==> src/imt_pkg.sv <==
// Shared types and constants for the IRC message tokenizer.
// Used by imt_core, imt_in_reg, imt_out_reg and irc_message_tokenizer.
package imt_pkg;

  localparam int unsigned ByteW      = 8;
  localparam int unsigned KindW      = 3;
  localparam int unsigned ParamNumW  = 4;
  localparam int unsigned MaxParamsDefault = 15;

  localparam logic [ByteW-1:0] CharColon = 8'h3A;
  localparam logic [ByteW-1:0] CharSpace = 8'h20;
  localparam logic [ByteW-1:0] CharBang  = 8'h21;
  localparam logic [ByteW-1:0] CharAt    = 8'h40;

  typedef enum logic [KindW-1:0] {
    KIND_SEP   = 3'd0,
    KIND_SRC   = 3'd1,
    KIND_USER  = 3'd2,
    KIND_HOST  = 3'd3,
    KIND_CMD   = 3'd4,
    KIND_MID   = 3'd5,
    KIND_TRAIL = 3'd6
  } kind_e;

  typedef struct packed {
    logic [ByteW-1:0]     data_byte;
    logic                 line_end;
  } in_item_t;

  typedef struct packed {
    logic [ByteW-1:0]     out_byte;
    kind_e                field_kind;
    logic [ParamNumW-1:0] param_number;
    logic                 field_start;
    logic                 source_is_nick;
    logic                 malformed;
    logic                 last;
  } result_t;

endpackage

==> src/imt_in_reg.sv <==
// Input register stage of the tokenizer: holds one accepted byte.
// Depends on imt_pkg.
module imt_in_reg (
  input  logic              clk_i,
  input  logic              rst_ni,
  input  logic              valid_i,
  output logic              ready_o,
  input  imt_pkg::in_item_t item_i,
  output logic              valid_o,
  input  logic              ready_i,
  output imt_pkg::in_item_t item_o
);
  import imt_pkg::*;

  logic     valid_q;
  in_item_t item_q;

  assign ready_o = !valid_q || ready_i;
  assign valid_o = valid_q;
  assign item_o  = item_q;

  always_ff @(posedge clk_i or negedge rst_ni) begin
    if (!rst_ni) begin
      valid_q <= 1'b0;
    end else if (ready_o) begin
      valid_q <= valid_i;
    end
  end

  always_ff @(posedge clk_i) begin
    if (ready_o && valid_i) begin
      item_q <= item_i;
    end
  end

endmodule

==> src/imt_core.sv <==
// Parse state and per-byte tagging logic of the tokenizer.
// Depends on imt_pkg. State advances once per transaction passed on (advance_i).
module imt_core #(
  parameter int unsigned MaxParams = imt_pkg::MaxParamsDefault
) (
  input  logic              clk_i,
  input  logic              rst_ni,
  input  logic              advance_i,
  input  imt_pkg::in_item_t item_i,
  output imt_pkg::result_t  result_o
);
  import imt_pkg::*;

  localparam int unsigned CntW = $clog2(MaxParams + 1);
  localparam logic [CntW-1:0] MaxCnt = CntW'(MaxParams);

  typedef enum logic [2:0] {
    PH_START = 3'd0,
    PH_SRC   = 3'd1,
    PH_USER  = 3'd2,
    PH_HOST  = 3'd3,
    PH_CMD   = 3'd4,
    PH_PARAM = 3'd5,
    PH_TRAIL = 3'd6
  } phase_e;

  phase_e          phase_q, phase_d;
  logic [CntW-1:0] cnt_q, cnt_d;
  logic            afs_q, afs_d;
  logic            err_q, err_d;

  logic [ByteW-1:0]     b;
  logic                 handled;
  kind_e                kind;
  logic [ParamNumW-1:0] pnum;
  logic                 fs;
  logic                 nick;

  assign b = item_i.data_byte;

  always_comb begin
    phase_d = phase_q;
    cnt_d   = cnt_q;
    afs_d   = afs_q;
    err_d   = err_q;
    kind    = KIND_SEP;
    pnum    = '0;
    fs      = 1'b0;
    nick    = 1'b0;
    handled = 1'b0;

    // line start: an optional colon opens the prefix
    if (phase_q == PH_START) begin
      afs_d = 1'b1;
      if (b == CharColon) begin
        phase_d = PH_SRC;
        handled = 1'b1;
      end else begin
        phase_d = PH_CMD;
      end
    end

    if (!handled) begin
      case (phase_d)
        PH_SRC: begin
          if (b == CharBang || b == CharSpace) begin
            nick    = (b == CharBang);
            err_d   = err_d | afs_d;
            phase_d = (b == CharBang) ? PH_USER : PH_CMD;
            afs_d   = 1'b1;
          end else begin
            kind = KIND_SRC; fs = afs_d; afs_d = 1'b0;
          end
        end
        PH_USER: begin
          if (b == CharAt) begin
            err_d = err_d | afs_d; phase_d = PH_HOST; afs_d = 1'b1;
          end else begin
            kind = KIND_USER; fs = afs_d; afs_d = 1'b0;
          end
        end
        PH_HOST: begin
          if (b == CharSpace) begin
            err_d = err_d | afs_d; phase_d = PH_CMD; afs_d = 1'b1;
          end else begin
            kind = KIND_HOST; fs = afs_d; afs_d = 1'b0;
          end
        end
        PH_CMD: begin
          if (b == CharSpace) begin
            err_d = err_d | afs_d; phase_d = PH_PARAM; afs_d = 1'b1;
          end else begin
            kind = KIND_CMD; fs = afs_d; afs_d = 1'b0;
          end
        end
        PH_PARAM: begin
          if (afs_d && b == CharColon) begin
            if (cnt_d >= MaxCnt) err_d = 1'b1;
            phase_d = PH_TRAIL;
            afs_d   = 1'b1;
          end else if (b == CharSpace) begin
            // repeated spaces count no empty parameter; index saturates
            if (!afs_d && cnt_d < MaxCnt) cnt_d = cnt_d + CntW'(1);
            afs_d = 1'b1;
          end else begin
            if (afs_d && cnt_d >= MaxCnt) err_d = 1'b1;
            kind = KIND_MID; pnum = ParamNumW'(cnt_d); fs = afs_d; afs_d = 1'b0;
          end
        end
        PH_TRAIL: begin
          kind = KIND_TRAIL; pnum = ParamNumW'(cnt_d); fs = afs_d; afs_d = 1'b0;
        end
        default: begin
          phase_d = PH_START;
          afs_d   = 1'b1;
        end
      endcase
    end

    // line ended inside the prefix or before any command byte
    if (item_i.line_end) begin
      if (phase_d == PH_SRC || phase_d == PH_USER || phase_d == PH_HOST ||
          (phase_d == PH_CMD && afs_d)) begin
        err_d = 1'b1;
      end
    end

    result_o.out_byte       = b;
    result_o.field_kind     = kind;
    result_o.param_number   = pnum;
    result_o.field_start    = fs;
    result_o.source_is_nick = nick;
    result_o.malformed      = err_d;
    result_o.last           = item_i.line_end;

    if (item_i.line_end) begin
      phase_d = PH_START;
      cnt_d   = '0;
      afs_d   = 1'b1;
      err_d   = 1'b0;
    end
  end

  always_ff @(posedge clk_i or negedge rst_ni) begin
    if (!rst_ni) begin
      phase_q <= PH_START;
      cnt_q   <= '0;
      afs_q   <= 1'b1;
      err_q   <= 1'b0;
    end else if (advance_i) begin
      phase_q <= phase_d;
      cnt_q   <= cnt_d;
      afs_q   <= afs_d;
      err_q   <= err_d;
    end
  end

endmodule

==> src/imt_out_reg.sv <==
// Result register stage of the tokenizer: holds one tagged byte until taken.
// Depends on imt_pkg.
module imt_out_reg (
  input  logic             clk_i,
  input  logic             rst_ni,
  input  logic             valid_i,
  output logic             ready_o,
  input  imt_pkg::result_t result_i,
  output logic             valid_o,
  input  logic             ready_i,
  output imt_pkg::result_t result_o
);
  import imt_pkg::*;

  logic    valid_q;
  result_t result_q;

  assign ready_o  = !valid_q || ready_i;
  assign valid_o  = valid_q;
  assign result_o = result_q;

  always_ff @(posedge clk_i or negedge rst_ni) begin
    if (!rst_ni) begin
      valid_q <= 1'b0;
    end else if (ready_o) begin
      valid_q <= valid_i;
    end
  end

  always_ff @(posedge clk_i) begin
    if (ready_o && valid_i) begin
      result_q <= result_i;
    end
  end

endmodule

==> src/irc_message_tokenizer.sv <==
// IRC message tokenizer top level: input register, parse logic, result register.
// Depends on imt_pkg, imt_in_reg, imt_core and imt_out_reg.
//
// Usage:
//   Input channel (in_valid_i/in_ready_o) takes one byte of an IRC line per
//   transaction, with line_end_i high on the final byte. Output channel
//   (out_valid_o/out_ready_i) returns exactly one tagged result per byte,
//   in order: the byte, its field kind, parameter index, field start,
//   nick/server flag on the source separator, running malformed flag and
//   last. Parser state returns to line start after each last byte.
//   Path: each byte passes the input register, the parse logic and the result
//   register, which holds the tagged result until it is taken.
//   Throughput: 1 byte per cycle while out_ready_i is high; each stage takes a
//   new transaction whenever it is empty or hands its item on in the same cycle.
//   Stall: when out_ready_i is low the result holds, the input register
//   fills, and in_ready_o drops until the result is taken.
//   Reset (rst_ni low, async): both stages empty, parser at line start.
module irc_message_tokenizer #(
  parameter int unsigned MaxParams = imt_pkg::MaxParamsDefault
) (
  input  logic                             clk_i,
  input  logic                             rst_ni,
  input  logic                             in_valid_i,
  output logic                             in_ready_o,
  input  logic [imt_pkg::ByteW-1:0]        data_byte_i,
  input  logic                             line_end_i,
  output logic                             out_valid_o,
  input  logic                             out_ready_i,
  output logic [imt_pkg::ByteW-1:0]        out_byte_o,
  output logic [imt_pkg::KindW-1:0]        field_kind_o,
  output logic [imt_pkg::ParamNumW-1:0]    param_number_o,
  output logic                             field_start_o,
  output logic                             source_is_nick_o,
  output logic                             malformed_o,
  output logic                             last_o
);
  import imt_pkg::*;

  in_item_t in_item, stage_item;
  logic     stage_valid, core_ready, advance;
  result_t  core_result, out_result;

  assign in_item.data_byte = data_byte_i;
  assign in_item.line_end  = line_end_i;

  imt_in_reg u_in_reg (
    .clk_i   (clk_i),
    .rst_ni  (rst_ni),
    .valid_i (in_valid_i),
    .ready_o (in_ready_o),
    .item_i  (in_item),
    .valid_o (stage_valid),
    .ready_i (core_ready),
    .item_o  (stage_item)
  );

  assign advance = stage_valid && core_ready;

  imt_core #(
    .MaxParams (MaxParams)
  ) u_core (
    .clk_i     (clk_i),
    .rst_ni    (rst_ni),
    .advance_i (advance),
    .item_i    (stage_item),
    .result_o  (core_result)
  );

  imt_out_reg u_out_reg (
    .clk_i    (clk_i),
    .rst_ni   (rst_ni),
    .valid_i  (stage_valid),
    .ready_o  (core_ready),
    .result_i (core_result),
    .valid_o  (out_valid_o),
    .ready_i  (out_ready_i),
    .result_o (out_result)
  );

  assign out_byte_o       = out_result.out_byte;
  assign field_kind_o     = out_result.field_kind;
  assign param_number_o   = out_result.param_number;
  assign field_start_o    = out_result.field_start;
  assign source_is_nick_o = out_result.source_is_nick;
  assign malformed_o      = out_result.malformed;
  assign last_o           = out_result.last;

  // separators never start a field
  a_sep_no_start: assert property (@(posedge clk_i) disable iff (!rst_ni)
    out_valid_o && field_start_o |-> field_kind_o != KIND_SEP)
    else $error("field start flagged on a separator");

  a_nick_on_sep: assert property (@(posedge clk_i) disable iff (!rst_ni)
    out_valid_o && source_is_nick_o |-> field_kind_o == KIND_SEP && out_byte_o == CharBang)
    else $error("nick flag on a byte other than the bang separator");

  // only parameter bytes carry an index
  a_pnum_params_only: assert property (@(posedge clk_i) disable iff (!rst_ni)
    out_valid_o && field_kind_o != KIND_MID && field_kind_o != KIND_TRAIL
      |-> param_number_o == '0)
    else $error("parameter index on a non-parameter byte");

  // a stalled result blocks the core so no parse step is lost
  a_stall_blocks: assert property (@(posedge clk_i) disable iff (!rst_ni)
    out_valid_o && !out_ready_i |-> !advance)
    else $error("parse state advanced while the result register was full");

endmodule

==> config.mk <==
export PLATFORM = sky130hd
export DESIGN_NAME = irc_message_tokenizer
export DESIGN_NICKNAME = d
export VERILOG_FILES = /design/src/imt_pkg.sv /design/src/imt_in_reg.sv /design/src/imt_core.sv /design/src/imt_out_reg.sv /design/src/irc_message_tokenizer.sv
export SDC_FILE = /design/constraint.sdc
export NUM_CORES = 1
export LEC_CHECK = 0
export BUFFER_PORTS_ARGS = -buffer_cell sky130_fd_sc_hd__buf_2
export CORE_AREA = 5 5 87 89
export CTS_BUF_LIST = sky130_fd_sc_hd__clkbuf_4
export CTS_CLUSTER_SIZE = 40
export DETAILED_ROUTE_END_ITERATION = 6
export DIE_AREA = 0 0 92 94
export GPL_TIMING_DRIVEN = 0
export SETUP_SLACK_MARGIN = 0.2
export SYNTH_ARGS = -nofsm -noshare
export SYNTH_HDL_FRONTEND = slang
export SYNTH_SLANG_ARGS = --single-unit
==> constraint.sdc <==
create_clock -name clk_i -period 2.2 [get_ports clk_i]
set_input_delay 0.33 -clock clk_i [delete_from_list [all_inputs] [get_ports clk_i]]
set_output_delay 0.33 -clock clk_i [all_outputs]
set_load 0.005 [all_outputs]
# ---- After elaboration in Yosys (flattened, before gate mapping)
# Index checks and enable logic that the tools add are counted.
dict set report totals {
  regBits 39
  inputBits 13
}
dict set report op_classes {
  reduce_logical 22
  n_eq_ne 16
  bitwise 3
  n_mux 54
  n_lt_le_gt_ge 2
  addsub 1
}
# op count
set op_table {}
lappend op_table {{2-to-1 mux 3 bit} 13}
lappend op_table {{case mux 3 bit (6 select lines)} 2}
lappend op_table {{2-to-1 mux 4 bit} 8}
lappend op_table {{2-to-1 mux 1 bit} 25}
lappend op_table {{equality test 8 x 6 -> 1 bit (second input constant)} 3}
lappend op_table {{equality test 3 x 2 -> 1 bit (second input constant)} 4}
lappend op_table {{equality test 3 bit (second input constant)} 4}
lappend op_table {{case mux 1 bit (5 select lines)} 2}
lappend op_table {{equality test 8 x 7 -> 1 bit (second input constant)} 1}
lappend op_table {{case mux 4 bit (2 select lines)} 1}
lappend op_table {{equality test 3 x 1 -> 1 bit (second input constant)} 2}
lappend op_table {{logical AND 1 bit} 6}
lappend op_table {{logical OR 1 bit} 6}
lappend op_table {{AND reduction 6 bit} 1}
lappend op_table {{nonzero test 2 bit} 3}
lappend op_table {{adder 4 x 1 -> 4 bit (second input constant)} 1}
lappend op_table {{>= comparator 4 bit (second input constant)} 1}
lappend op_table {{less-than comparator 4 bit (second input constant)} 1}
lappend op_table {{2-to-1 mux 2 bit} 2}
lappend op_table {{!= test 2 bit (second input constant)} 2}
lappend op_table {{case mux 1 bit (4 select lines)} 1}
lappend op_table {{logical NOT 1 bit} 3}
lappend op_table {{logical NOT 3 bit} 1}
lappend op_table {{OR reduction 3 bit} 1}
lappend op_table {{3 further kinds} 4}

# ---- Depth between registers and ports, before layout
# Gate-level depths: netlist of the first run.
dict set report logic_depth {
  ltp_word 13
  mapped_depth 7
}

# ---- Modules after synthesis
# A second synthesis of the first run with hierarchy kept.
dict set report unflattened {
  hier_cells 175
  area_unflattened_um2 2026.9
}
# mod seq_area_each_um2 area_per_inst_um2 n_inst cells_per_inst
set by_module_without_submodules {}
lappend by_module_without_submodules {imt_core 226.5 1072.3 1 138}
lappend by_module_without_submodules {imt_out_reg 595.6 624.3 1 23}
lappend by_module_without_submodules {imt_in_reg 295.3 324.1 1 13}
lappend by_module_without_submodules {irc_message_tokenizer 0.0 6.3 1 1}

# ---- Worst setup path after synthesis of the first run
# Ideal clock, no wire load.
dict set report synth_path {
  kind {register -> register}
  from {reg u_in_reg.item_q (netlist bit u_in_reg.item_o[3])}
  to {reg u_out_reg.result_q (netlist bit u_out_reg.result_o[1]) (data pin)}
  t_arrival_ps 1997
  path_buffers 0
  path_slack_ps 23
  required_ps 2020
  stages_incl_launch_ff 7
  setup_ps 180
  path_cell_list {edfxtp_1 > or4b_4 > or4_4 > o22ai_2 > a31o_4 > nor2_2 > o41ai_2}
}
# item line_no
set synth_lines {}
lappend synth_lines {{start, declared} imt_in_reg.sv:16} ;# in_item_t item_q;
lappend synth_lines {{start signal, assigned} imt_in_reg.sv:32} ;# item_q <= item_i;
lappend synth_lines {{end signal, assigned} imt_out_reg.sv:32} ;# result_q <= result_i;
lappend synth_lines {{end, declared} imt_out_reg.sv:16} ;# result_t result_q;

==> impl_metrics.yaml, run 1 <==
worst_hold_path:
  hold_end: "u_in_reg.item_o[8]$_DFFE_PP_"
  hold_path.class: "input port to flop"
  min_from: "data_byte_i[7]"
  min_path_cells: 1
synthesis:
  yosys-top-cells-area: "edfxtp_1, dfrtp_1, o21ai_0"
  yosys_warnings: 0
  syn_inst: 167
  synth-seq-area-share_pct: 58.0
  synth-main-ff-cell: "edfxtp_1"
  synth_top_area_share_pct: 43.6
  synth-edff-count: 28
  synth-seq-cells: 39
  syn_area_mm2: 0.00193
  yosysUniqueCellTypes: 51
  synth_most_common_cell: "edfxtp_1"
  synthTopCellsByCount: "edfxtp_1, nand2_1, o21ai_0"
  synth_fp_nets: 181
  synth_area_per_cell_um2: 11.5
  synth_top_area_cell: "edfxtp_1"
  synthArstFlopShare_pct: 28.2
sta:
  rsz0062_at_grt: "yes"
  worst_pin_slew_ns: 0.586
  skew_ns: 0.0140
  setup_ws_ns: -0.152
  drv_slew: 0
  timing.final.crit_period_ns: 2.35
  finalHoldViolations: 0
  finalSetupViolCount: 3
  finalCritPeriodShare_pct: 107
  tns_ns: -0.194
  max-slew-margin-rel_pct: 60.7
  fmax_ghz: 0.425
setup_path:
  crit_type: "flop to flop"
  end_kind: "flop"
  r2r_slack_ns: -0.15
  timing.rr.end: "u_out_reg.result_o[1]$_DFFE_PP_"
  cp_data_required_time_ns: 2.35
  critical_path_peak_fanout: 5
  cp.arrival_ns: 2.50
  ff2ff_path_depth: 6
  timing.rr.start: "u_in_reg.item_o[7]$_DFFE_PP_"
  critPathLaunchType: "flop"
power:
  combPwrFrac_pct: 15.4
  power_per_cell_area_mw_per_mm2: 671
  power_frac_clock_pct: 34.5
  p_sw_share_pct: 24.9
  p_seq_share_pct: 50.0
  power.internal_mw: 1.30
  peakVddDrop_uv: 256
  p_switching_mw: 0.432
  power.leakage_nw: 1.01
drt:
  num_vias: 1554
  routed_wirelength_mm: 4.56
  postRouteAntennaNets: 0
  viasPerCell: 5.01
  drt_iter0_markers: 159
  post_drt_wl_per_cell_um: 14.7
  drc: 0
  firstDrtPassIters: 4
run:
  drv_cap: 0
floorplanning:
  row_count: 30
  die_x_um: 92
  die_area_mm2: 0.00865
  ios: 34
  coreArea_mm2: 0.00668
  fp.dieH_um: 94
  start_util_pct: 28.8
cells_and_area:
  final_util_pct: 38.7
  antenna_cells: 0
  layout-drive-gt1-share_pct: 42.2
  fin_area_mm2: 0.00258
  final_cells: 310
  nFillCells: 658
  area_growth_pct: 34.2
  final_nets: 243
clock_network:
  clk_latency_ns: 0.36
  cts_sinks: 39
  cts_made_buffers: 5
  path_clk_slew_ns: 0.13
  cts_buffer_depth: 2
  cts_root_buffer: "clkbuf_4"
  cts_htree_levels: 2
  cts_tree: "yes"
outcome:
  status: "finished with violations"
  violations: "setup timing"
global_routing:
  grt-ovfl-total: 0
  grt.total_usage_pct: 10.2
  grt_max_degree: 26
  grt_pass1_vias: 1439
  antenna_found_initial: 0
  grt_pass1_wl_mm: 7.01
place:
  place_ws_ns: -0.228
  io_buffer_count: 33
  place_inst: 280
  placed_cell_area_mm2: 0.00219
  hpwlAfterDp_mm: 3.03
  globalplace.congestion: 0.910
power groups by stage:
stage	Sequential (mW)	Combinational (mW)	Clock, mW
final	0.868	0.267	0.599
after global routing	0.874	0.293	0.644
after CTS	0.869	0.232	0.615
after detailed placement	0.887	0.215	0
after global placement	0.886	0.212	0
after floorplan	0.885	0.130	0
cell usage in the layout (no fill, tap or decap), types with 2 or more instances in the layout:
cell / Yosys / routed
nand4b_1: 2 / 2
nor3_1: 2 / 2
clkinvlp_4: 0 / 2
buf_6: 3 / 7
a21oi_2: 0 / 3
o211ai_1: 2 / 2
nor2_2: 1 / 2
o21ai_0: 14 / 11
nor2_1: 13 / 12
nand2_1: 16 / 14
buf_2: 0 / 33
nand4_1: 2 / 2
and2_4: 0 / 2
inv_1: 4 / 3
xnor2_1: 2 / 2
o21ai_1: 0 / 2
o31ai_1: 3 / 3
nand2b_1: 4 / 4
buf_4: 0 / 16
o211a_1: 2 / 2
dfrtp_1: 10 / 10
and2b_2: 2 / 2
bufinv_16: 0 / 2
edfxtp_1: 28 / 28
nand3_1: 7 / 6
clkbuf_1: 4 / 4
clkbuf_4: 0 / 5
a21oi_1: 9 / 6
and2_1: 6 / 4
logic make-up (layout without fill, tap and decap cells):
| logic type | after synthesis | count (layout) | synth area share, % |
|---|---|---|---|
| compound gates | 44 | 44 | 16.4 |
| flops | 39 | 39 | 58.0 |
| mux | 1 | 1 | 0.584 |
| buf+inv | 13 | 76 | 4.22 |
| simple gates | 67 | 67 | 19.3 |
| fa+ha+maj | 1 | 1 | 0.649 |
| xor+xnor | 2 | 2 | 0.909 |
final cells by class:
class / instances / area [um^2] / share of cell area [%]
timing repair buffer: 54 / 340 / 13.2
clock buffer: 5 / 37.5 / 1.45
inverter: 4 / 18.8 / 0.726
tap: 80 / 100 / 3.87
multi-input combinational: 115 / 832 / 32.2
timing repair inverter: 1 / 5.00 / 0.194
sequential: 39 / 1120 / 43.2
buffer: 9 / 66.3 / 2.57
clock inverter: 3 / 67.6 / 2.61
worst max-delay path, cell delays in order, from the launching register on:
cell and delay (ns):
edfxtp_1 0.41, or4b_4 0.60, or4_4 0.46, o22ai_4 0.20, a31o_4 0.14, nor2_2 0.05
o41ai_2 0.27
through the flow:
step	power, mW	hold slack, ns
global route	1.81	0.111
floorplan	1.02	0.0344
global placement	1.10	0.216
CTS	1.72	0.123
finish	1.73	0.131
detailed placement	1.10	0.221
registers in the layout, summed over array words and instances, names as in the netlist:
signal and cells:
u_core.phase_q 3, u_out_reg.result_o 19, u_out_reg.valid_o 1, u_core.cnt_q 4
u_core.afs_q 1, u_in_reg.item_o 9, u_core.err_q 1, u_in_reg.valid_o 1
timing repair:
item                                    in CTS  in global routing
setup buffers                                8                 12
hold endpoints to repair                    10                  0
pin swaps                                    4                 11
hold buffers                                 1                  0
endpoints found under the setup margin      16                 18
cloned                                       0                  1
gates resized for setup                     10                 19
worst max-delay path by stage:
stage                                      start                         endpoint  slack [ns]
detailed placement                   out_ready_i      u_core.cnt_q[3]$_DFFE_PN0P_       -0.23
CTS                 u_in_reg.item_o[7]$_DFFE_PP_  u_out_reg.result_o[1]$_DFFE_PP_       -0.10
floorplan           u_in_reg.item_o[8]$_DFFE_PP_  u_out_reg.result_o[1]$_DFFE_PP_        0.05
global route        u_in_reg.item_o[7]$_DFFE_PP_  u_out_reg.result_o[1]$_DFFE_PP_       -0.21
global placement                     out_ready_i      u_core.cnt_q[3]$_DFFE_PN0P_       -0.21
finish              u_in_reg.item_o[7]$_DFFE_PP_  u_out_reg.result_o[1]$_DFFE_PP_       -0.15
layer usage:
layer	routed length, um	vias up	track usage, %	part of all wire, %
met3	357	13	3.21	7.8
met5	0	-	0	0
met1	1940	713	13.0	42
li1	-	749	-	-
met2	2150	79	16.2	47
met4	110	0	3.84	2.4
Note: power is estimated with default switching activity, not from simulation.
==> run 2: changes to the inputs <==
--- a/config.mk
+++ b/config.mk
@@ -12,6 +12,7 @@
 export DETAILED_ROUTE_END_ITERATION = 6
 export DIE_AREA = 0 0 92 94
 export GPL_TIMING_DRIVEN = 0
+export PLACE_DENSITY = 0.47
 export SETUP_SLACK_MARGIN = 0.2
 export SYNTH_ARGS = -nofsm -noshare
 export SYNTH_HDL_FRONTEND = slang
==> constraint.sdc (replaced) <==
create_clock -name clk_i -period 2.4 [get_ports clk_i]
set_input_delay 0.36 -clock clk_i [delete_from_list [all_inputs] [get_ports clk_i]]
set_output_delay 0.36 -clock clk_i [all_outputs]
set_load 0.005 [all_outputs]
==> impl_metrics.yaml, run 2 (synthesis gave the netlist of run 1 again) <==
floorplanning:
  fp.dieH_um: 94
  coreArea_mm2: 0.00668
  die_area_mm2: 0.00865
  start_util_pct: 28.8
  die_x_um: 92
  row_count: 30
  ios: 34
place:
  hpwlAfterDp_mm: 3.10
  place_inst: 280
  place_ws_ns: -0.104
  io_buffer_count: 33
  globalplace.congestion: 0.832
clock_network:
  cts_root_buffer: "clkbuf_4"
  cts_sinks: 39
  clk_latency_ns: 0.35
  cts_buffer_depth: 2
  cts_tree: "yes"
  path_clk_slew_ns: 0.13
  cts_htree_levels: 2
  cts_made_buffers: 5
drt:
  postRouteAntennaNets: 0
  num_vias: 1508
  drc: 0
  viasPerCell: 5.06
  routed_wirelength_mm: 4.56
  post_drt_wl_per_cell_um: 15.3
  firstDrtPassIters: 6
  drt_iter0_markers: 155
cells_and_area:
  layout_common_cells: "buf_2, edfxtp_1, nand2_1"
  nFillCells: 671
  area_growth_pct: 25.5
  multi_input_area_um2: 787
  largest_reg_flops: 19
  seqCellArea_mm2: 0.00112
  final_common_cell: "buf_2"
  layout-drive-gt1-share_pct: 35.3
  final_nets: 231
  final_cells: 298
  antenna_cells: 0
sta:
  rsz0062_at_grt: "yes"
  fmax_ghz: 0.435
  skew_ns: 0.00703
  timing.final.crit_period_ns: 2.30
  holdWs_ns: 0.173
  setup_ws_ns: 0.103
  finalHoldViolations: 0
  max-slew-margin-rel_pct: 59.0
  finalCritPeriodShare_pct: 95.7
  worst_pin_slew_ns: 0.611
  finalSetupViolCount: 0
  drv_slew: 0
setup_path:
  critical_path_peak_fanout: 4
  crit_type: "flop to flop"
  critPathLaunchType: "flop"
  cp.arrival_ns: 2.40
  end_kind: "flop"
  cp_data_required_time_ns: 2.50
power:
  peakVddDrop_uv: 203
  power_per_cell_area_mw_per_mm2: 610
  power.leakage_nw: 0.915
outcome:
  status: "complete, no violations"
global_routing:
  grt_max_degree: 26
  grt.total_usage_pct: 10.9
  grt-ovfl-total: 0
  grt_pass1_wl_mm: 7.48
  grt_pass1_vias: 1456
  antenna_found_initial: 0
worst_hold_path:
  hold_path.class: "input port to flop"
run:
  drv_cap: 0
run 2: cell types whose count changed in the layout (fill, tap and decap cells not counted), sizes merged:
cell,previous run,this run
bufinv,2,1
clkinvlp,3,2
buf,57,45
clkinv,0,1
inv,3,4
run 2: final timing paths:
path	startpoint	cells after the start	end	slack, ns
worst min-delay path	line_end_i	1	u_in_reg.item_o[0]$_DFFE_PP_	0.17
worst max-delay path	u_in_reg.item_o[7]$_DFFE_PP_	6	u_out_reg.result_o[1]$_DFFE_PP_	0.10
worst max register to register	u_in_reg.item_o[7]$_DFFE_PP_	6	u_out_reg.result_o[1]$_DFFE_PP_	0.10
worst min register to register	u_in_reg.item_o[0]$_DFFE_PP_	0	u_out_reg.result_o[0]$_DFFE_PP_	0.50
max in group asynchronous	rst_ni	2	u_core.afs_q$_DFFE_PN1P_	1.73
min in group asynchronous	rst_ni	2	u_core.phase_q[0]$_DFFE_PN0P_	0.39
run 2: repair_timing:
item / 4_1_cts / 5_1_grt
pin swaps: 4 / 3
hold buffers: 1 / 0
gates resized for setup: 4 / 8
gates cloned: 0 / 1
setup endpoints to repair: 10 / 9
setup buffers: 5 / 3
endpoints found under the hold margin: 10 / 0
run 2: layer usage:
metal  track usage, %  share of wire, %  up-vias
li1                 -                 -      729
met1             14.5                45      722
met2             17.5                47       46
met3             2.48               5.4       11
met4             3.96               2.5        0
met5                0                 0        -
run 2: final cells by class:
class | count | share of cell area [%]
plain buffers | 9 | 2.74
clock buffers | 5 | 1.55
clock inverters | 3 | 1.97
inverters | 4 | 0.776
multi-input cells | 115 | 32.5
flip-flops and latches | 39 | 46.2
well taps | 80 | 4.14
repair buffers | 42 | 9.88
repair inverters | 1 | 0.207
run 2: worst max-delay path: stages (launching register included):
cell and delay (ns):
edfxtp_1 0.42, or4b_4 0.59, o21ai_0 0.27, a21oi_1 0.11, o32a_2 0.40, a21oi_1 0.16, o41ai_2 0.10
run 2: metrics by stage:
step	setup TNS, ns	instance area [um^2]	utilization (%)	total power, mW
2_1_floorplan	0	1930	-	0.931
3_3_place_gp	-0.221	2190	32.8	1.01
3_5_place_dp	-0.206	2190	32.8	1.01
4_1_cts	0	2340	35.1	1.49
5_1_grt	-0.0106	2420	36.2	1.55
6_report	0	2420	36.2	1.47
run 2: where the power goes:
part	internal (mW)	switching, mW
Combinational	0.0810	0.138
Clock	0.225	0.234
Sequential	0.776	0.0213
